`src/hw/rtl/sked_pkg.sv`:
```
// Shared types, codes and key tables of the serial key event decoder.
// Used by sked_keys, sked_emit and serial_key_event_decoder; depends on nothing.
package sked_pkg;

	localparam int NUM_KEYS   = 6;
	localparam int TABLE_KEYS = 6;
	localparam int KEY_W      = 3;
	localparam int KIND_W     = 2;
	localparam int BYTE_W     = 8;
	localparam int TIME_W     = 32;
	localparam int TMO_W      = 16;

	localparam logic [TMO_W-1:0] TIMEOUT_RESET = 16'd80;

	localparam logic [KIND_W-1:0] KIND_BYTE   = 2'd0;
	localparam logic [KIND_W-1:0] KIND_CHECK  = 2'd1;
	localparam logic [KIND_W-1:0] KIND_RELALL = 2'd2;

	// Trigger bytes: up, down, left, right, space, escape.
	localparam logic [BYTE_W-1:0] PRESS_BYTE [TABLE_KEYS] = '{
		8'h57, 8'h53, 8'h41, 8'h44, 8'h20, 8'h51
	};
	localparam logic [BYTE_W-1:0] RELEASE_BYTE [TABLE_KEYS] = '{
		8'h77, 8'h73, 8'h61, 8'h64, 8'h20, 8'h71
	};

	typedef struct packed {
		logic [KIND_W-1:0] kind;
		logic [BYTE_W-1:0] byte_value;
		logic [TIME_W-1:0] now_ms;
	} item_t;

	typedef struct packed {
		logic [NUM_KEYS-1:0] mask;
		logic                press;
	} ev_t;

endpackage

```
`src/hw/rtl/sked_keys.sv`:
```
// Key state (held flags and last-seen times) and the per-item event decision.
// Depends on sked_pkg.
module sked_keys (
	input  logic                         clk,
	input  logic                         arst_n,
	input  sked_pkg::item_t              item,
	input  logic                         item_valid,
	input  logic                         commit,
	input  logic [sked_pkg::TMO_W-1:0]   timeout,
	output sked_pkg::ev_t                ev
);

	logic [sked_pkg::NUM_KEYS-1:0]     held_q;
	logic [sked_pkg::TIME_W-1:0]       last_seen_q [sked_pkg::NUM_KEYS];
	logic [sked_pkg::NUM_KEYS-1:0]     press_hit;
	logic [sked_pkg::NUM_KEYS-1:0]     release_hit;
	logic [sked_pkg::NUM_KEYS-1:0]     aged;
	logic [sked_pkg::TIME_W-1:0]       age [sked_pkg::NUM_KEYS];
	logic                              found;

	// Byte match: the first key whose press or release byte matches wins.
	always_comb begin
		press_hit   = '0;
		release_hit = '0;
		found       = 1'b0;
		for (int i = 0; i < sked_pkg::NUM_KEYS; i++) begin
			if (!found) begin
				if (item.byte_value == sked_pkg::PRESS_BYTE[i]) begin
					press_hit[i] = 1'b1;
					found        = 1'b1;
				end else if (item.byte_value == sked_pkg::RELEASE_BYTE[i] &&
				             sked_pkg::RELEASE_BYTE[i] != sked_pkg::PRESS_BYTE[i]) begin
					release_hit[i] = 1'b1;
					found          = 1'b1;
				end
			end
		end
	end

	always_comb begin
		for (int i = 0; i < sked_pkg::NUM_KEYS; i++) begin
			age[i]  = item.now_ms - last_seen_q[i];
			aged[i] = age[i] >= {{(sked_pkg::TIME_W-sked_pkg::TMO_W){1'b0}}, timeout};
		end
	end

	always_comb begin
		ev.press = 1'b0;
		ev.mask  = '0;
		unique case (item.kind)
			sked_pkg::KIND_BYTE: begin
				ev.mask  = (press_hit & ~held_q) | (release_hit & held_q);
				ev.press = |(press_hit & ~held_q);
			end
			sked_pkg::KIND_CHECK:  ev.mask = held_q & aged;
			sked_pkg::KIND_RELALL: ev.mask = held_q;
			default:               ev.mask = '0;
		endcase
	end

	always_ff @(posedge clk or negedge arst_n) begin
		if (!arst_n) begin
			held_q <= '0;
			for (int i = 0; i < sked_pkg::NUM_KEYS; i++) begin
				last_seen_q[i] <= '0;
			end
		end else if (commit) begin
			if (item.kind == sked_pkg::KIND_BYTE) begin
				held_q <= (held_q | press_hit) & ~release_hit;
				for (int i = 0; i < sked_pkg::NUM_KEYS; i++) begin
					if (press_hit[i]) begin
						last_seen_q[i] <= item.now_ms;
					end
				end
			end else begin
				held_q <= held_q & ~ev.mask;
			end
		end
	end

`ifndef ASSERT_OFF
	a_byte_one_event: assert property (@(posedge clk) disable iff (!arst_n)
		item_valid && item.kind == sked_pkg::KIND_BYTE |-> $onehot0(ev.mask))
		else $error("byte item caused more than one event");
	a_commit_valid: assert property (@(posedge clk) disable iff (!arst_n)
		commit |-> item_valid)
		else $error("state committed without a registered item");
`endif

endmodule

```
`src/hw/rtl/sked_emit.sv`:
```
// Event buffer that hands out one event per cycle while out_ready is high, lowest key first.
// Depends on sked_pkg.
module sked_emit (
	input  logic                         clk,
	input  logic                         arst_n,
	input  logic                         load,
	input  sked_pkg::ev_t                ev,
	output logic                         free,
	output logic                         out_valid,
	input  logic                         out_ready,
	output logic [sked_pkg::KEY_W-1:0]   out_key,
	output logic                         out_press,
	output logic                         out_last
);

	logic [sked_pkg::NUM_KEYS-1:0] mask_q;
	logic                          press_q;
	logic [sked_pkg::NUM_KEYS-1:0] rest;
	logic                          pop;

	assign rest      = mask_q & (mask_q - 1'b1);
	assign out_valid = |mask_q;
	assign out_last  = out_valid && (rest == '0);
	assign out_press = press_q;
	assign pop       = out_valid && out_ready;
	assign free      = !out_valid || (pop && out_last);

	always_comb begin
		out_key = '0;
		for (int i = sked_pkg::NUM_KEYS - 1; i >= 0; i--) begin
			if (mask_q[i]) begin
				out_key = sked_pkg::KEY_W'(i);
			end
		end
	end

	always_ff @(posedge clk or negedge arst_n) begin
		if (!arst_n) begin
			mask_q <= '0;
		end else if (load) begin
			mask_q <= ev.mask;
		end else if (pop) begin
			mask_q <= rest;
		end
	end

	always_ff @(posedge clk) begin
		if (load) begin
			press_q <= ev.press;
		end
	end

`ifndef ASSERT_OFF
	a_load_when_free: assert property (@(posedge clk) disable iff (!arst_n)
		load |-> free)
		else $error("event buffer overwritten while events were pending");
	a_drain_last: assert property (@(posedge clk) disable iff (!arst_n)
		pop && out_last && !load |=> !out_valid)
		else $error("event remained after the last one was taken");
`endif

endmodule

```
`src/hw/rtl/serial_key_event_decoder.sv`:
```
// Top level of the serial key event decoder: input register, timeout register,
// handshake control. Depends on sked_pkg, sked_keys and sked_emit.

// The decoder takes one item per cycle on the slave stream while s_tready is high
// and turns it into key press and release events for six keys (up, down, left,
// right, space, escape). Each accepted item is registered, decided against the
// current key state, and its events are then placed in an event buffer that hands
// them out one per cycle on the master stream while m_tready is high, in ascending
// key order, with tlast on the last event of the item. Items that cause no event
// or a single event flow back to back while m_tready stays high; an item that
// releases several keys at once (a timeout check or a release-all) puts one event
// per key in the buffer, and the next item that has events waits in the input
// register until the buffer is drained. The release timeout is written through
// cfg_we/cfg_wdata; the user must write it only while the block is idle, which the
// block does not enforce, and it resets to 80 ms.
module serial_key_event_decoder (
	input  logic        clk,
	input  logic        arst_n,

	input  logic        cfg_we,
	input  logic [15:0] cfg_wdata,     // release_timeout

	input  logic        s_tvalid,
	output logic        s_tready,
	input  logic [39:0] s_tdata,       // [7:0] byte_value, [39:8] now_ms
	input  logic [1:0]  s_tuser,       // [1:0] kind

	output logic        m_tvalid,
	input  logic        m_tready,
	output logic [7:0]  m_tdata,       // [2:0] key_index, [7:3] zero
	output logic        m_tuser,       // [0] is_press
	output logic        m_tlast        // last_event
);

	logic [sked_pkg::TMO_W-1:0]  timeout_q;
	sked_pkg::item_t             item_s1;
	logic                        valid_s1;
	sked_pkg::ev_t               ev;
	logic                        buf_free;
	logic                        advance;
	logic                        load;
	logic [sked_pkg::KEY_W-1:0]  key;

	// The registered item moves on once its events, if any, fit in the buffer.
	assign advance  = valid_s1 && ((ev.mask == '0) || buf_free);
	assign load     = advance && (ev.mask != '0);
	assign s_tready = !valid_s1 || advance;

	always_ff @(posedge clk or negedge arst_n) begin
		if (!arst_n) begin
			timeout_q <= sked_pkg::TIMEOUT_RESET;
		end else if (cfg_we) begin
			timeout_q <= cfg_wdata;
		end
	end

	always_ff @(posedge clk or negedge arst_n) begin
		if (!arst_n) begin
			valid_s1 <= 1'b0;
		end else if (s_tready) begin
			valid_s1 <= s_tvalid;
		end
	end

	// The item payload needs no reset; it is only looked at while valid_s1 is set.
	always_ff @(posedge clk) begin
		if (s_tvalid && s_tready) begin
			item_s1.kind       <= s_tuser;
			item_s1.byte_value <= s_tdata[7:0];
			item_s1.now_ms     <= s_tdata[39:8];
		end
	end

	sked_keys u_keys (
		.clk        (clk),
		.arst_n     (arst_n),
		.item       (item_s1),
		.item_valid (valid_s1),
		.commit     (advance),
		.timeout    (timeout_q),
		.ev         (ev)
	);

	sked_emit u_emit (
		.clk       (clk),
		.arst_n    (arst_n),
		.load      (load),
		.ev        (ev),
		.free      (buf_free),
		.out_valid (m_tvalid),
		.out_ready (m_tready),
		.out_key   (key),
		.out_press (m_tuser),
		.out_last  (m_tlast)
	);

	assign m_tdata = {5'b0, key};

`ifndef ASSERT_OFF
	a_wait_holds_item: assert property (@(posedge clk) disable iff (!arst_n)
		valid_s1 && !advance |=> valid_s1 && $stable(item_s1))
		else $error("stalled item was lost or changed");
`endif

endmodule
```
`config.mk`:
```
export PLATFORM = sky130hd
export DESIGN_NAME = serial_key_event_decoder
export DESIGN_NICKNAME = d
export VERILOG_FILES = /design/src/hw/rtl/sked_pkg.sv /design/src/hw/rtl/sked_keys.sv /design/src/hw/rtl/sked_emit.sv /design/src/hw/rtl/serial_key_event_decoder.sv
export SDC_FILE = /design/constraint.sdc
export NUM_CORES = 1
export LEC_CHECK = 0
export ABC_AREA = 1
export BUFFER_PORTS_ARGS = -buffer_cell sky130_fd_sc_hd__buf_4
export CORE_MARGIN = 2
export CORE_UTILIZATION = 41
export DETAILED_ROUTE_END_ITERATION = 6
export GPL_TIMING_DRIVEN = 0
export PLACE_DENSITY = 0.53
export SYNTH_ARGS = -nofsm -noshare
export SYNTH_HDL_FRONTEND = slang
export SYNTH_SLANG_ARGS = --single-unit
```
`constraint.sdc`:
```
create_clock -name clk -period 5.41 [get_ports clk]
set_input_delay 0.541 -clock clk [delete_from_list [all_inputs] [get_ports clk]]
set_output_delay 0.541 -clock clk [all_outputs]
set_load 0.005 [all_outputs]
```
==> results_dict.tcl <==
set metrics [dict create \
    clock_latency_ns 0.56 \
    crit_start "item_s1[0]$_DFFE_PP_" \
    grt_max_degree 110 \
    seq_area_mm2 0.00682 \
    synth_top_area_share_pct 23.7 \
    grt-busiest-layer "met2" \
    drt-pass1-iter-count 5 \
    die_h_um 263 \
    reg2reg_from "item_s1[0]$_DFFE_PP_" \
    finalClockSkew_ns 0.0365 \
    post-route-min-period_ns 5.23 \
    grt_pass1_wl_um 152000 \
    postLayoutCellArea_mm2 0.0314 \
    drive_above_1_share_pct 6.83 \
    synth-edff-count 43 \
    finalWirelength_um 102000 \
    async_flop_share_pct 83.7 \
    ant_nets 0 \
    ys_types 46 \
    cap_violations 0 \
    synth_warnings 0 \
    drc 0 \
    vias 28300 \
    numCtsBuffers 36 \
    synth_area_leaders "nand2_1, dfrtp_1, ha_1" \
    slowest_delay_ns 0.48 \
    status "finished clean" \
    die-area_mm2 0.0694 \
    hold_class "primary input to flop" \
    slowest_stage "edfxtp_1" \
    grt_use_met1_pct 39.7 \
    hp-start "s_tdata[17]" \
    grt_remaining_overflow 0 \
    htree_levels 2 \
    clockBufferDepth 3 \
    slew_viol_final 0 \
    finalHoldViolCount 0 \
    worstPathMaxFanout 5 \
    worst_pin_slew_ns 1.32 \
    fin_crit_sh_pct 96.7 \
    avgViaCountPerCell 5.06 \
    grtUsageMet3_pct 4.16 \
    grtUsageMet2_pct 46.5 \
    worst_setup_path_start_kind "flop" \
    port-buffer-count 69 \
    antenna_found_initial 6 \
    gp_congestion 0.907 \
    cts_tree "yes" \
    crit_required_ns 4.87 \
    synthFlopType "dfrtp_1" \
    endpoint_kind "output port" \
    hpwl_um 76400 \
    multi_input_area_mm2 0.0175 \
    arrival_ns 4.69 \
    nFillCells 7299 \
    antenna_cells 0 \
    place_area_mm2 0.0293 \
    clock_sinks 264 \
    p_leak_nw 17.3 \
    path_clk_slew_ns 0.06 \
    rows 95 \
    slew_headroom_pct 12.2 \
    clockRootBuffer "clkbuf_16" \
    area_delta_synth_final_pct 13.7 \
    syn_area_per_cell_um2 6.10 \
    fmaxAchievable_mhz 191 \
    setup_violations 0 \
    nets 5039 \
    ios 75 \
    drt-initial-drc-count 2268 \
    wl_per_cell_um 18.3 \
    coreArea_mm2 0.0669 \
    grt_pass1_vias 25800 \
    grt_usage_pct 28.8 \
    vdd_drop_max_v 0.000260 \
    fin_util_pct 46.9 \
    initial_core_util_pct 41.2 \
    p_per_area_mw_per_mm2 264 \
    yosysTopAreaCell "nand2_1" \
    syn_inst 4521 \
    chipWidth_um 263 \
    synth-seq-cells 264 \
    criticalPathCategory "flop to output port" \
    seq_area_frac_synth_pct 24.7 \
    synth_area_mm2 0.0276 \
]
## synth_stat cells, types with 2 or more instances
library cell and number:
dfstp_2 2, xor2_1 84, nand2_1 1745, buf_4 23, fa_1 6, nand4_1 236
xnor2_1 9, ha_1 282, a21boi_0 2, a31oi_1 5, inv_2 18, o21ai_0 75
buf_2 17, o21ai_1 9, nor3_1 54, nor4_1 6, inv_1 805, clkbuf_1 49
o32ai_1 2, nand3_1 198, nand2_2 2, nor2_1 352, a21o_1 10, nand3b_1 20
o31a_1 3, and2_1 19, o31ai_1 3, a21oi_1 175, a211oi_1 6, clkinv_1 4
dfrtp_1 219, o21a_1 7, and3_1 2, o21bai_1 18, edfxtp_1 43
## path summary, 6_finish.rpt
| path | end | slack (ns) | depth (start not counted) |
|---|---|---|---|
| max in group asynchronous | u_keys.last_seen_q[182]$_DFFE_PN0P_ | 3.68 | 4 |
| worst max register to register | u_keys.last_seen_q[125]$_DFFE_PN0P_ | 0.23 | 30 |
| worst min register to register | u_keys.last_seen_q[167]$_DFFE_PN0P_ | 0.48 | 2 |
| worst min-delay path | item_s1[9]$_DFFE_PP_ | 0.16 | 1 |
| worst max-delay path | s_tready | 0.18 | 27 |
| min in group asynchronous | u_keys.last_seen_q[28]$_DFFE_PN0P_ | 0.39 | 2 |
## power breakdown
part           internal (mW)  leakage [nW]  switching (mW)
sequential              2.13          3.46           0.177
clock                   1.49         0.574           0.989
combinational           1.20          13.3            2.31
total                   4.82          17.3            3.48
## worst max-delay path: cells and delay by family, from the launching register on
| kind | cells | cell delay, ns |
|---|---|---|
| DFF | 1 | 0.48 |
| adders and majority gates | 3 | 0.89 |
| buffers and inverters | 4 | 0.56 |
| and+or+nand+nor | 18 | 1.79 |
| xor gates and xnor gates | 1 | 0.18 |
| AOI/OAI and AO/OA | 1 | 0.18 |
## routing by layer
layer / vias to the layer above / part of all wire [%]
li1: 14600 / -
met1: 12900 / 46
met2: 712 / 45
met3: 135 / 6.0
met4: 4 / 3.2
met5: - / 0.022
## logic make-up (layout without fill, tap and decap cells)
| family | count (synthesis) | count (layout) | synth area share, % |
|---|---|---|---|
| buffers and inverters | 917 | 1105 | 12.9 |
| muxes | 1 | 1 | 0.0408 |
| other | 1 | 5 | 0.0136 |
| adders and majority gates | 288 | 288 | 13.2 |
| xor gates and xnor gates | 93 | 93 | 2.95 |
| DFF | 264 | 264 | 24.7 |
| AOI/OAI and AO/OA | 319 | 319 | 6.37 |
| and+or+nand+nor | 2638 | 2638 | 39.8 |
## stage by stage
stage	TNS, ns	total power [mW]	hold WS [ns]	instances	setup WS (ns)
floorplan	0	4.56	0.245	4525	0.591
global placement	-209.52	5.62	0.463	5467	-1.44
detailed placement	-197.05	5.65	0.381	5470	-0.980
CTS	0	8.22	0.138	5573	0.0110
global route	-0.0389	8.85	0.142	5586	-0.0290
finish	0	8.29	0.158	5586	0.181
## final cells by class
cell class / instances / area share [%]
Clock buffer: 48 / 3.18
Buffer: 90 / 1.42
Clock inverter: 15 / 0.618
Sequential cell: 264 / 21.8
Multi-Input combinational cell: 3344 / 55.9
Inverter: 827 / 9.93
Timing Repair Buffer: 125 / 3.68
Tap cell: 873 / 3.48
## registers in the layout (all words and copies together), names as in the netlist
signal / flops
u_keys.held_q: 6
u_emit.mask_q: 6
u_keys.last_seen_q: 192
valid_s1: 1
timeout_q: 16
u_emit.out_press: 1
item_s1: 42
## cells in the final DEF, fill, tap and decap left out, types with 43 or more instances in the layout
master,instances
nand2_1,1718
inv_1,799
nor2_1,341
ha_1,274
nand4_1,236
dfrtp_1,219
nand3_1,188
a21oi_1,175
buf_4,130
xor2_1,81
o21ai_0,75
clkbuf_1,56
nor3_1,52
edfxtp_1,43
## what timing repair did
item | 4_1_cts | 5_1_grt
setup endpoints to repair | 249 | 241
pin swaps | 1 | 26
endpoints found under the hold margin | 15 | 0
hold buffers | 1 | 0
buffers inserted | 39 | 13
cloned | 0 | 0
resized for setup | 20 | 71
Power figures use the tool's default switching activity.
